$ cat src/hdl/dtvg_pkg.sv
// Package for the detection temporal vote gate.
// Holds the register map, status codes, word and control structs.
// No dependencies; every other file of the block imports it.
package dtvg_pkg;

	// Default sizes handed down from the top level
	localparam int WINDOW_FRAMES_DEF = 8;
	localparam int CLASS_COUNT_DEF   = 8;

	// Configuration port geometry: eight 64-bit registers at 8-byte strides
	localparam int CFG_DATA_W = 64;
	localparam int CFG_ADDR_W = 6;

	typedef logic [2:0] reg_idx_t;

	localparam reg_idx_t REG_MIN_AREA        = 3'd0;
	localparam reg_idx_t REG_LANDSCAPE_MIN   = 3'd1;
	localparam reg_idx_t REG_LANDSCAPE_MAX   = 3'd2;
	localparam reg_idx_t REG_PORTRAIT_MIN    = 3'd3;
	localparam reg_idx_t REG_PORTRAIT_MAX    = 3'd4;
	localparam reg_idx_t REG_MATCH_REQUIRED  = 3'd5;
	localparam reg_idx_t REG_THRESHOLDS_LOW  = 3'd6;
	localparam reg_idx_t REG_THRESHOLDS_HIGH = 3'd7;

	// Register reset values
	localparam logic [15:0] MIN_AREA_RST       = 16'd5243;
	localparam logic [9:0]  LANDSCAPE_MIN_RST  = 10'd346;
	localparam logic [9:0]  LANDSCAPE_MAX_RST  = 10'd653;
	localparam logic [9:0]  PORTRAIT_MIN_RST   = 10'd97;
	localparam logic [9:0]  PORTRAIT_MAX_RST   = 10'd184;
	localparam logic [3:0]  MATCH_REQUIRED_RST = 4'd3;
	localparam logic [63:0] THRESHOLDS_RST     = 64'h8000_8000_8000_8000;

	// Result status codes
	localparam logic [1:0] ST_NONE      = 2'd0;
	localparam logic [1:0] ST_GUIDE     = 2'd1;
	localparam logic [1:0] ST_CONFIRMED = 2'd2;

	typedef struct packed {
		logic [15:0] min_area;
		logic [9:0]  landscape_min;
		logic [9:0]  landscape_max;
		logic [9:0]  portrait_min;
		logic [9:0]  portrait_max;
		logic [3:0]  match_required;
		logic [63:0] thresholds_low;
		logic [63:0] thresholds_high;
	} cfg_t;

	typedef struct packed {
		logic        present;
		logic        frame_last;
		logic [3:0]  obj_class;
		logic [15:0] confidence;
		logic [15:0] box_x;
		logic [15:0] box_y;
		logic [15:0] box_w;
		logic [15:0] box_h;
	} in_word_t;

	typedef struct packed {
		logic [1:0]  status;
		logic [2:0]  confirmed_class;
		logic [15:0] out_confidence;
		logic [15:0] out_box_x;
		logic [15:0] out_box_y;
		logic [15:0] out_box_w;
		logic [15:0] out_box_h;
	} out_word_t;

	// Commands from the controller to the datapath
	typedef struct packed {
		logic load_item;
		logic compute;
		logic check;
		logic write_hist;
		logic scan_step;
		logic emit;
	} cmd_t;

	// Status from the datapath to the controller
	typedef struct packed {
		logic frame_last;
		logic scan_done;
		logic emit_ok;
	} sts_t;

endpackage

$ cat src/hdl/dtvg_regs.sv
// Configuration register file of the detection temporal vote gate.
// APB-style write and read access to the eight gate and vote registers.
// Depends on dtvg_pkg.
module dtvg_regs (
	input  logic                             clk,
	input  logic                             arst_n,
	input  logic                             psel,
	input  logic                             penable,
	input  logic                             pwrite,
	input  logic [dtvg_pkg::CFG_ADDR_W-1:0]  paddr,
	input  logic [dtvg_pkg::CFG_DATA_W-1:0]  pwdata,
	output logic [dtvg_pkg::CFG_DATA_W-1:0]  prdata,
	output logic                             pready,
	output dtvg_pkg::cfg_t                   cfg
);
	import dtvg_pkg::*;

	cfg_t     cfg_q;
	reg_idx_t idx;
	logic     wr_en;

	assign idx    = paddr[CFG_ADDR_W-1:3];
	assign wr_en  = psel && penable && pwrite;
	assign pready = 1'b1;
	assign cfg    = cfg_q;

	// Write the addressed register on the access phase
	always_ff @(posedge clk or negedge arst_n) begin
		if (!arst_n) begin
			cfg_q.min_area        <= MIN_AREA_RST;
			cfg_q.landscape_min   <= LANDSCAPE_MIN_RST;
			cfg_q.landscape_max   <= LANDSCAPE_MAX_RST;
			cfg_q.portrait_min    <= PORTRAIT_MIN_RST;
			cfg_q.portrait_max    <= PORTRAIT_MAX_RST;
			cfg_q.match_required  <= MATCH_REQUIRED_RST;
			cfg_q.thresholds_low  <= THRESHOLDS_RST;
			cfg_q.thresholds_high <= THRESHOLDS_RST;
		end else if (wr_en) begin
			case (idx)
				REG_MIN_AREA:        cfg_q.min_area        <= pwdata[15:0];
				REG_LANDSCAPE_MIN:   cfg_q.landscape_min   <= pwdata[9:0];
				REG_LANDSCAPE_MAX:   cfg_q.landscape_max   <= pwdata[9:0];
				REG_PORTRAIT_MIN:    cfg_q.portrait_min    <= pwdata[9:0];
				REG_PORTRAIT_MAX:    cfg_q.portrait_max    <= pwdata[9:0];
				REG_MATCH_REQUIRED:  cfg_q.match_required  <= pwdata[3:0];
				REG_THRESHOLDS_LOW:  cfg_q.thresholds_low  <= pwdata;
				REG_THRESHOLDS_HIGH: cfg_q.thresholds_high <= pwdata;
				default: ;
			endcase
		end
	end

	// Read mux, zero-extended to the bus
	always_comb begin
		case (idx)
			REG_MIN_AREA:        prdata = CFG_DATA_W'(cfg_q.min_area);
			REG_LANDSCAPE_MIN:   prdata = CFG_DATA_W'(cfg_q.landscape_min);
			REG_LANDSCAPE_MAX:   prdata = CFG_DATA_W'(cfg_q.landscape_max);
			REG_PORTRAIT_MIN:    prdata = CFG_DATA_W'(cfg_q.portrait_min);
			REG_PORTRAIT_MAX:    prdata = CFG_DATA_W'(cfg_q.portrait_max);
			REG_MATCH_REQUIRED:  prdata = CFG_DATA_W'(cfg_q.match_required);
			REG_THRESHOLDS_LOW:  prdata = cfg_q.thresholds_low;
			REG_THRESHOLDS_HIGH: prdata = cfg_q.thresholds_high;
			default:             prdata = '0;
		endcase
	end

endmodule

$ cat src/hdl/dtvg_ctrl.sv
// Controller of the detection temporal vote gate.
// Sequences gate, history write, vote scan and result hand-off.
// Depends on dtvg_pkg.
module dtvg_ctrl (
	input  logic           clk,
	input  logic           arst_n,
	input  logic           det_valid,
	output logic           det_stall,
	input  dtvg_pkg::sts_t sts,
	output dtvg_pkg::cmd_t cmd
);
	import dtvg_pkg::*;

	typedef enum logic [2:0] {
		S_IDLE,
		S_MUL,
		S_CHECK,
		S_WRITE,
		S_SCAN,
		S_EMIT
	} state_t;

	state_t state_q;

	// Take a word only when no item is in flight
	assign det_stall = (state_q != S_IDLE);

	// Decode commands from the state
	always_comb begin
		cmd            = '0;
		cmd.load_item  = (state_q == S_IDLE) && det_valid;
		cmd.compute    = (state_q == S_MUL);
		cmd.check      = (state_q == S_CHECK);
		cmd.write_hist = (state_q == S_WRITE);
		cmd.scan_step  = (state_q == S_SCAN);
		cmd.emit       = (state_q == S_EMIT) && sts.emit_ok;
	end

	// Advance the sequence
	always_ff @(posedge clk or negedge arst_n) begin
		if (!arst_n) begin
			state_q <= S_IDLE;
		end else begin
			case (state_q)
				S_IDLE: begin
					if (det_valid) state_q <= S_MUL;
				end
				S_MUL: begin
					state_q <= S_CHECK;
				end
				S_CHECK: begin
					state_q <= sts.frame_last ? S_WRITE : S_IDLE;
				end
				S_WRITE: begin
					state_q <= S_SCAN;
				end
				S_SCAN: begin
					if (sts.scan_done) state_q <= S_EMIT;
				end
				S_EMIT: begin
					if (sts.emit_ok) state_q <= S_IDLE;
				end
				default: begin
					state_q <= S_IDLE;
				end
			endcase
		end
	end

endmodule

$ cat src/hdl/dtvg_dp.sv
// Datapath of the detection temporal vote gate.
// Gate products and compares, frame best, history ring, vote counters, result register.
// Depends on dtvg_pkg.
module dtvg_dp #(
	parameter int WINDOW_FRAMES = dtvg_pkg::WINDOW_FRAMES_DEF,
	parameter int CLASS_COUNT   = dtvg_pkg::CLASS_COUNT_DEF
) (
	input  logic                clk,
	input  logic                arst_n,
	input  dtvg_pkg::cfg_t      cfg,
	input  dtvg_pkg::in_word_t  det,
	input  dtvg_pkg::cmd_t      cmd,
	output dtvg_pkg::sts_t      sts,
	output logic                res_valid,
	input  logic                res_stall,
	output dtvg_pkg::out_word_t res
);
	import dtvg_pkg::*;

	localparam int PTR_W  = (WINDOW_FRAMES > 1) ? $clog2(WINDOW_FRAMES) : 1;
	localparam int VOTE_W = $clog2(WINDOW_FRAMES + 1);
	localparam int CMP_W  = (VOTE_W > 4) ? VOTE_W : 4;
	localparam logic [PTR_W-1:0] PTR_LAST    = PTR_W'(WINDOW_FRAMES - 1);
	localparam logic [3:0]       CLASS_LIMIT = 4'(CLASS_COUNT);

	in_word_t    item_q;
	logic [31:0] area_q;
	logic [25:0] lmin_q, lmax_q, pmin_q, pmax_q;
	logic        conf_ok_q;

	logic        best_found_q;
	logic [2:0]  best_class_q;
	logic [15:0] best_conf_q;
	logic [15:0] best_x_q, best_y_q, best_w_q, best_h_q;

	logic [3:0]        hist_q [WINDOW_FRAMES];
	logic [PTR_W-1:0]  wp_q;
	logic [PTR_W-1:0]  scan_q;
	logic [VOTE_W-1:0] votes_q [CLASS_COUNT];
	logic              any_q;

	out_word_t res_q;
	logic      res_valid_q;

	logic [63:0] thr_word;
	logic [15:0] thr;
	logic [25:0] wq;
	logic        land_ok, port_ok, geo_ok, keep;
	logic [3:0]  entry;
	logic        hit;
	logic [2:0]  hit_class;
	out_word_t   res_d;

	// Hold the accepted word
	always_ff @(posedge clk) begin
		if (cmd.load_item) item_q <= det;
	end

	// Look up the class threshold
	assign thr_word = item_q.obj_class[2] ? cfg.thresholds_high : cfg.thresholds_low;
	assign thr      = thr_word[{item_q.obj_class[1:0], 4'b0000} +: 16];

	// Register the area and ratio-bound products
	always_ff @(posedge clk) begin
		if (cmd.compute) begin
			area_q    <= 32'(item_q.box_w) * 32'(item_q.box_h);
			lmin_q    <= 26'(cfg.landscape_min) * 26'(item_q.box_h);
			lmax_q    <= 26'(cfg.landscape_max) * 26'(item_q.box_h);
			pmin_q    <= 26'(cfg.portrait_min) * 26'(item_q.box_h);
			pmax_q    <= 26'(cfg.portrait_max) * 26'(item_q.box_h);
			conf_ok_q <= (item_q.obj_class < CLASS_LIMIT) && (item_q.confidence >= thr);
		end
	end

	// Compare against the bands and the running best
	assign wq      = {2'b00, item_q.box_w, 8'h00};
	assign land_ok = (wq >= lmin_q) && (wq <= lmax_q);
	assign port_ok = (wq >= pmin_q) && (wq <= pmax_q);
	assign geo_ok  = (item_q.box_w != 16'h0) && (item_q.box_h != 16'h0)
		&& (area_q >= {cfg.min_area, 16'h0000}) && (land_ok || port_ok);
	assign keep    = item_q.present && geo_ok && conf_ok_q
		&& (item_q.confidence > best_conf_q);

	// Track the frame best; drop it once the frame result is loaded into the result register
	always_ff @(posedge clk or negedge arst_n) begin
		if (!arst_n) begin
			best_found_q <= 1'b0;
			best_conf_q  <= '0;
		end else if (cmd.check && keep) begin
			best_found_q <= 1'b1;
			best_conf_q  <= item_q.confidence;
		end else if (cmd.emit) begin
			best_found_q <= 1'b0;
			best_conf_q  <= '0;
		end
	end

	always_ff @(posedge clk) begin
		if (cmd.check && keep) begin
			best_class_q <= item_q.obj_class[2:0];
			best_x_q     <= item_q.box_x;
			best_y_q     <= item_q.box_y;
			best_w_q     <= item_q.box_w;
			best_h_q     <= item_q.box_h;
		end
	end

	// Write the frame outcome into the history ring
	always_ff @(posedge clk or negedge arst_n) begin
		if (!arst_n) begin
			for (int i = 0; i < WINDOW_FRAMES; i++) hist_q[i] <= '0;
			wp_q <= '0;
		end else if (cmd.write_hist) begin
			hist_q[wp_q] <= best_found_q ? {1'b1, best_class_q} : 4'h0;
			wp_q         <= (wp_q == PTR_LAST) ? '0 : wp_q + 1'b1;
		end
	end

	// Walk the ring one entry a cycle and count votes per class
	assign entry = hist_q[scan_q];

	always_ff @(posedge clk) begin
		if (cmd.write_hist) begin
			scan_q <= '0;
			any_q  <= 1'b0;
			for (int c = 0; c < CLASS_COUNT; c++) votes_q[c] <= '0;
		end else if (cmd.scan_step) begin
			scan_q <= scan_q + 1'b1;
			if (entry[3]) begin
				any_q <= 1'b1;
				for (int c = 0; c < CLASS_COUNT; c++) begin
					if (entry[2:0] == 3'(c)) votes_q[c] <= votes_q[c] + 1'b1;
				end
			end
		end
	end

	// Pick the lowest class that meets the vote requirement
	always_comb begin
		hit       = 1'b0;
		hit_class = '0;
		for (int c = CLASS_COUNT - 1; c >= 0; c--) begin
			if (CMP_W'(votes_q[c]) >= CMP_W'(cfg.match_required)) begin
				hit       = 1'b1;
				hit_class = 3'(c);
			end
		end
	end

	// Build the frame result
	always_comb begin
		res_d = '0;
		if (best_found_q) begin
			if (hit) begin
				res_d.status          = ST_CONFIRMED;
				res_d.confirmed_class = hit_class;
				res_d.out_confidence  = best_conf_q;
				res_d.out_box_x       = best_x_q;
				res_d.out_box_y       = best_y_q;
				res_d.out_box_w       = best_w_q;
				res_d.out_box_h       = best_h_q;
			end else begin
				res_d.status = ST_GUIDE;
			end
		end else begin
			res_d.status = any_q ? ST_GUIDE : ST_NONE;
		end
	end

	// Hold the result word until the consumer takes it
	always_ff @(posedge clk or negedge arst_n) begin
		if (!arst_n) begin
			res_valid_q <= 1'b0;
		end else if (cmd.emit) begin
			res_valid_q <= 1'b1;
		end else if (!res_stall) begin
			res_valid_q <= 1'b0;
		end
	end

	always_ff @(posedge clk) begin
		if (cmd.emit) res_q <= res_d;
	end

	assign res_valid = res_valid_q;
	assign res       = res_q;

	assign sts.frame_last = item_q.frame_last;
	assign sts.scan_done  = (scan_q == PTR_LAST);
	assign sts.emit_ok    = !res_valid_q || !res_stall;

	// A confirmed result always carries a nonzero best confidence
	a_confirmed_conf: assert property (@(posedge clk) disable iff (!arst_n)
		res_valid_q && (res_q.status == ST_CONFIRMED) |-> res_q.out_confidence != 16'h0)
		else $error("confirmed result with zero confidence");

	// Without a best, the best confidence stays cleared
	a_best_clear: assert property (@(posedge clk) disable iff (!arst_n)
		!best_found_q |-> best_conf_q == 16'h0)
		else $error("best confidence set without a best");

	// The ring pointer stays inside the window
	a_wp_range: assert property (@(posedge clk) disable iff (!arst_n)
		wp_q <= PTR_LAST)
		else $error("history pointer out of range");

	// A new result is loaded only when the previous one has left or is leaving
	a_no_overwrite: assert property (@(posedge clk) disable iff (!arst_n)
		cmd.emit |-> !res_valid_q || !res_stall)
		else $error("result overwritten before it was taken");

endmodule

$ cat src/hdl/detection_temporal_vote_gate.sv
// Detection temporal vote gate: one detection word in, one vote result per frame out.
// Each detection goes through the gate as capture, area and ratio products, then
// compares; the word that ends a frame goes on to the history write, the vote scan
// that reads one ring entry per cycle and any wait for the result register to drain.
// A detection is kept when its area, its width/height ratio band and its class
// threshold all pass; the strictly highest confidence kept wins the frame. Registers
// sit at byte address 8*index on the 64-bit config port and should be written only
// while the block is idle.
// Depends on dtvg_pkg, dtvg_regs, dtvg_ctrl and dtvg_dp.
module detection_temporal_vote_gate #(
	parameter int WINDOW_FRAMES = dtvg_pkg::WINDOW_FRAMES_DEF,
	parameter int CLASS_COUNT   = dtvg_pkg::CLASS_COUNT_DEF
) (
	input  logic                             clk,
	input  logic                             arst_n,
	input  logic                             det_valid,
	output logic                             det_stall,
	input  dtvg_pkg::in_word_t               det,
	output logic                             res_valid,
	input  logic                             res_stall,
	output dtvg_pkg::out_word_t              res,
	input  logic                             psel,
	input  logic                             penable,
	input  logic                             pwrite,
	input  logic [dtvg_pkg::CFG_ADDR_W-1:0]  paddr,
	input  logic [dtvg_pkg::CFG_DATA_W-1:0]  pwdata,
	output logic [dtvg_pkg::CFG_DATA_W-1:0]  prdata,
	output logic                             pready
);
	import dtvg_pkg::*;

	cfg_t cfg;
	cmd_t cmd;
	sts_t sts;

	// Configuration registers
	dtvg_regs u_regs (
		.clk     (clk),
		.arst_n  (arst_n),
		.psel    (psel),
		.penable (penable),
		.pwrite  (pwrite),
		.paddr   (paddr),
		.pwdata  (pwdata),
		.prdata  (prdata),
		.pready  (pready),
		.cfg     (cfg)
	);

	// Sequencer
	dtvg_ctrl u_ctrl (
		.clk       (clk),
		.arst_n    (arst_n),
		.det_valid (det_valid),
		.det_stall (det_stall),
		.sts       (sts),
		.cmd       (cmd)
	);

	// Gate, history and vote datapath
	dtvg_dp #(
		.WINDOW_FRAMES (WINDOW_FRAMES),
		.CLASS_COUNT   (CLASS_COUNT)
	) u_dp (
		.clk       (clk),
		.arst_n    (arst_n),
		.cfg       (cfg),
		.det       (det),
		.cmd       (cmd),
		.sts       (sts),
		.res_valid (res_valid),
		.res_stall (res_stall),
		.res       (res)
	);

endmodule
$ cat config.mk
export PLATFORM = sky130hd
export DESIGN_NAME = detection_temporal_vote_gate
export DESIGN_NICKNAME = d
export VERILOG_FILES = /design/src/hdl/dtvg_pkg.sv /design/src/hdl/dtvg_regs.sv /design/src/hdl/dtvg_ctrl.sv /design/src/hdl/dtvg_dp.sv /design/src/hdl/detection_temporal_vote_gate.sv
export SDC_FILE = /design/constraint.sdc
export NUM_CORES = 2
export LEC_CHECK = 0
export ABC_AREA = 1
export BUFFER_PORTS_ARGS = -buffer_cell sky130_fd_sc_hd__buf_2
export CORE_MARGIN = 10
export CORE_UTILIZATION = 30
export DETAILED_ROUTE_END_ITERATION = 12
export PLACE_DENSITY = 0.47
export SYNTH_ARGS = -nofsm -noshare
export SYNTH_HDL_FRONTEND = slang
export SYNTH_SLANG_ARGS = --single-unit
$ cat constraint.sdc
create_clock -name clk -period 16.25 [get_ports clk]
set_clock_uncertainty 0.1 [all_clocks]
set_input_delay 4.0625 -clock clk [delete_from_list [all_inputs] [get_ports clk]]
set_output_delay 4.0625 -clock clk [all_outputs]
set_load 0.01 [all_outputs]
# Word-level counts from Yosys, hierarchy flattened
# Memory sizes are Yosys's and may differ from the RTL's.
# Cells that the tools add are included.
# totals
regBits,623
mem_count,1
in_bits,163
ram_bits,32
elab_cells,253
out_inout_bits,152
# classes
magnitude_cmp,19
n_eq_ne,25
mul,5
n_bitwise,12
shift,1
reduce_logical,40
mux,89
add_sub_neg,10
# memory_table
name,words,word_bits,read_ports,rd_ports_with_merged_regs,write_ports,line,text
u_dp.votes_q,8,4,8,0,8,dtvg_dp.sv:39,logic [VOTE_W-1:0] votes_q [CLASS_COUNT];
# op_table
cell,count
one-hot mux 64 bit (8 select lines),1
multiplier 10 x 16 -> 26 bit,4
2-to-1 mux 64 bit,1
variable part select 64 x 7 -> 16 bit,1
2-to-1 mux 1 bit,56
>= comparator 24 x 26 -> 1 bit,2
<= comparator 24 x 26 -> 1 bit,2
2-to-1 mux 4 bit,12
== test 3 bit (second input constant),12
adder 4 x 1 -> 4 bit (second input constant),8
bitwise mux 32 bit,1
>= comparator 32 bit,1
>= comparator 4 bit,8
multiplier 16 x 16 -> 32 bit,1
2-to-1 mux 16 bit,2
nonzero test 16 bit,2
2-to-1 mux 3 bit,8
AND reduction 2 bit,10
== test 3 x 2 -> 1 bit (second input constant),6
one-hot mux 3 bit (6 select lines),1
>= comparator 16 bit,1
greater-than comparator 16 bit,1
logical AND 1 bit,15
binary-select mux 4 bit (select 3 bit),1
21 further kinds,44

# Depth between registers and ports, before layout
# An unclocked memory read counts as a cell.
# depth
ltp_word,12
depth_mapped,26
ltp_nobuf,24

# Hierarchy
# A second synthesis with hierarchy kept.
# unflattened
cells_unflattened,7030
hier_area_um2,59921.2
# by_module_without_submodules
mod,n_inst,cells_per_inst,seq_area_each_um2,area_each_um2
dtvg_dp,1,5954,13628.1,51247.9
dtvg_regs,1,1043,4748.3,8470.6
dtvg_ctrl,1,33,75.1,202.7

# Least setup slack after synthesis
# OpenSTA, ideal clock, no wires.
# synth_path
path_kind,input-to-output
startpoint,in paddr[3] in the netlist's numbering
endpoint,out prdata[51] in the netlist's numbering
required_ns,12.087
path_slack_ns,7.028
path_buffers,3
arrival_time_ns,5.060
cell_stages,5
path_cell_list,nand3_1 > buf_2 > buf_1 > buf_1 > o22ai_1
# synth_via
elab_chain_cells,2
elab_cells_between_ends,9
classes_between,eq/ne: 7; mux: 1; reduce/logical: 1
# synth_rtl
item,line,text
from (decl),detection_temporal_vote_gate.sv:25,"input logic [dtvg_pkg::CFG_ADDR_W-1:0] paddr,"
"== test 3 bit, or another cell as far along",dtvg_regs.sv:55,case (idx)
one-hot mux 64 bit (8 select lines) (*),dtvg_regs.sv:55,
to (decl),detection_temporal_vote_gate.sv:27,"output logic [dtvg_pkg::CFG_DATA_W-1:0] prdata,"
# Every way passes the cells marked *; elsewhere a longest branch is shown, timed or not.

# Worst setup path in the final report
# layout_path
startpoint,in paddr[5] in the netlist's numbering
endpoint,out prdata[9] in the netlist's numbering
# Same word-level chain as after synthesis.

==> results.toml <==
[status]
status = "finished clean"

[routing]
vias_per_cell = 4.63
wirelength_mm = 180
wl_per_cell_um = 18.4
ant_nets = 0
drc_errors = 0
drt_first_iter_violations = 2761
drt-pass1-iter-count = 5
num_vias = 45300

[sta]
rsz0062_at_grt = "no"
fmax_mhz = 95.0
setup_ws_ns = 5.73
tightest_slew_ns = 1.28
tns_ns = 0
fin_hold_ws_ns = 0.319
slew_violations = 0
slew_headroom_pct = 14.4
period_needed_ns = 10.52
finalSetupViolCount = 0
finalHoldViolations = 0
finalCritPeriodShare_pct = 64.8

[cts]
cts_buffer_depth = 3
holdBufCountCts = 0
clockRootBuffer = "clkbuf_16"
worstSkewPairLatency_ns = 0.69
cts_tree = "done"
h-tree-depth = 3
cts_resized = 0
cts_inserted_buffers = 78
clkSinkCount = 655
path_clk_slew_ns = 0.06
cts_setup_buffers = 0

[yosys]
seq_area_frac_synth_pct = 31.0
ys_types = 63
synthArstFlopShare_pct = 37.3
synth_flop_cell = "edfxtp_1"
synth_edf_count = 407
syn_nets = 8220
synth_seq_cells = 655
ys_warn_count = 0
synth_top_area_share_pct = 21.3
synth_top_area_cell = "fa_1"
yosysMostFrequentCell = "inv_1"
syn_area_mm2 = 0.0595
ys_top_cells_by_area = "fa_1 (21%), edfxtp_1 (21%), ha_1 (11%)"
syn_inst = 6919
syn_area_per_cell_um2 = 8.60
synth_top_cells_by_count = "inv_1 (1,632), nand2_1 (1,570), fa_1 (634), ha_1 (504), edfxtp_1 (407)"

[floorplan]
dieArea_mm2 = 0.216
die_y_um = 465
std_cell_rows = 163
io_pins = 315
start_util_pct = 30.2
coreArea_mm2 = 0.197
die_w_um = 465

[final_layout]
fill_cells = 20700
syn2layout_area_growth_pct = 11.4
register_area_mm2 = 0.0185
final_layout_size_suffix_gt1_share_pct = 8.15
multi_input_area_mm2 = 0.0337
layout.nets = 8370
final_cells = 9780

[placed_design]
place_congestion = 0.856
dpl.hpwl_mm = 130
pre_cts_ws_ns = 5.72
post-place-cells = 9629
io_buffers = 310

[critical_path]
r2r_setup_slack_ns = 9.51
reg2reg_to = "u_dp.area_q[20]$_DFFE_PP_"
crit_required_ns = 12.09
rr_worst_depth = 23
end_kind = "primary output"
critPathKind = "input port to primary output"
start_kind = "input port"
worstPathMaxFanout = 29
cp.arrival_ns = 6.36
crit-reg2reg-launch = "u_dp.item_q[8]$_DFFE_PP_"

[hold_path]
whs_endpoint = "u_dp.best_x_q[13]$_DFFE_PP_"
hold_class = "register to register"
min_path_cells = 0
holdCritStartpoint = "u_dp.item_q[61]$_DFFE_PP_"

[global_route]
use_met1_pct = 21.5
grt_pass1_vias = 47500
antenna_found_initial = 14
grtUsageMet2_pct = 28.5
grt_usage_pct = 16.5
grt_pass1_wl_mm = 281
grt.met3_usage_pct = 1.84
busiest_layer = "met2"
grt_start_max_net_pins = 119
grt_remaining_overflow = 0

[job]
timing.max_cap.violations = 0
[worst max-delay path, cell delays in order]
cell,delay [ns]
buf_2,0.18
nand3_2,0.54
buf_4,0.48
clkinv_1,0.47
a21oi_1,0.30
o2111ai_1,0.13
buf_2,0.19
[per-stage QoR]
step,cell area [um^2],utilization (%)
floorplan,59500,-
global placement,63700,32.3
detailed placement,63700,32.3
CTS,66300,33.6
global route,66300,33.6
finish,66300,33.6
[cells in the final DEF, fill, tap and decap left out, types with 36 or more instances in the layout]
cell       synthesis  routed
a21oi_1          295     295
buf_2             52     309
buf_4              3      68
clkbuf_16          0      79
dfrtp_1          209     209
edfxtp_1         407     407
fa_1             634     634
ha_1             504     504
inv_1           1632    1632
nand2_1         1570    1568
nand3_1          163     161
nor2_1           389     385
nor3_1            36      36
o21ai_0          312     312
o22ai_1           56      56
xnor2_1           41      41
xor2_1            89      89
[flip-flops by register name (all words and copies together) (netlist names), 3 cells and up]
signal and flops:
u_dp.hist_q 32, u_dp.lmin_q 26, u_regs.cfg 188, u_dp.area_q 32
u_dp.wp_q 3, u_dp.res 85, u_ctrl.state_q 3, u_dp.pmax_q 26
u_dp.best_h_q 16, u_dp.lmax_q 26, u_dp.best_y_q 16, u_dp.best_class_q 3
u_dp.scan_q 3, u_dp.best_x_q 16, u_dp.best_conf_q 16, u_dp.pmin_q 26
u_dp.best_w_q 16, u_dp.votes_q 32, u_dp.item_q 85
[worst max-delay path by stage]
stage	startpoint	to	slack (ns)	cells past startpoint
after global routing	paddr[5]	prdata[9]	5.56	7
after floorplan	paddr[3]	prdata[51]	7.03	5
after global placement	paddr[5]	prdata[9]	5.73	7
final	paddr[5]	prdata[9]	5.73	7
after detailed placement	paddr[5]	prdata[9]	5.72	7
after CTS	paddr[5]	prdata[9]	5.71	7
[per-layer routing]
layer  up-vias  routed length [um]
met4         6                5670
met3       236                7720
li1      21500                   -
met5         -                  45
met2      1091               87300
met1     22500               79100
[logic make-up after synthesis]
logic type | synth area share, %
buffers and inverters | 12.5
DFF | 31.0
adders and majority gates | 31.9
AOI/OAI and AO/OA | 7.53
other | 0.00630
muxes | 0.168
xor gates and xnor gates | 1.91
and+or+nand+nor | 15.0
[final cells by class]
class / instances / share of cell area (%)
repair buffers: 379 / 3.16
multi-input cells: 4318 / 50.8
inverters: 1637 / 9.28
well taps: 2640 / 4.98
clock buffers: 96 / 3.12
clock inverters: 48 / 0.782
flip-flops and latches: 655 / 27.8
diodes: 7 / 0.0264
Power is left out: the tool's default activity adds up to more than one toggle a clock period on the data nets, which glitch-free logic cannot reach.
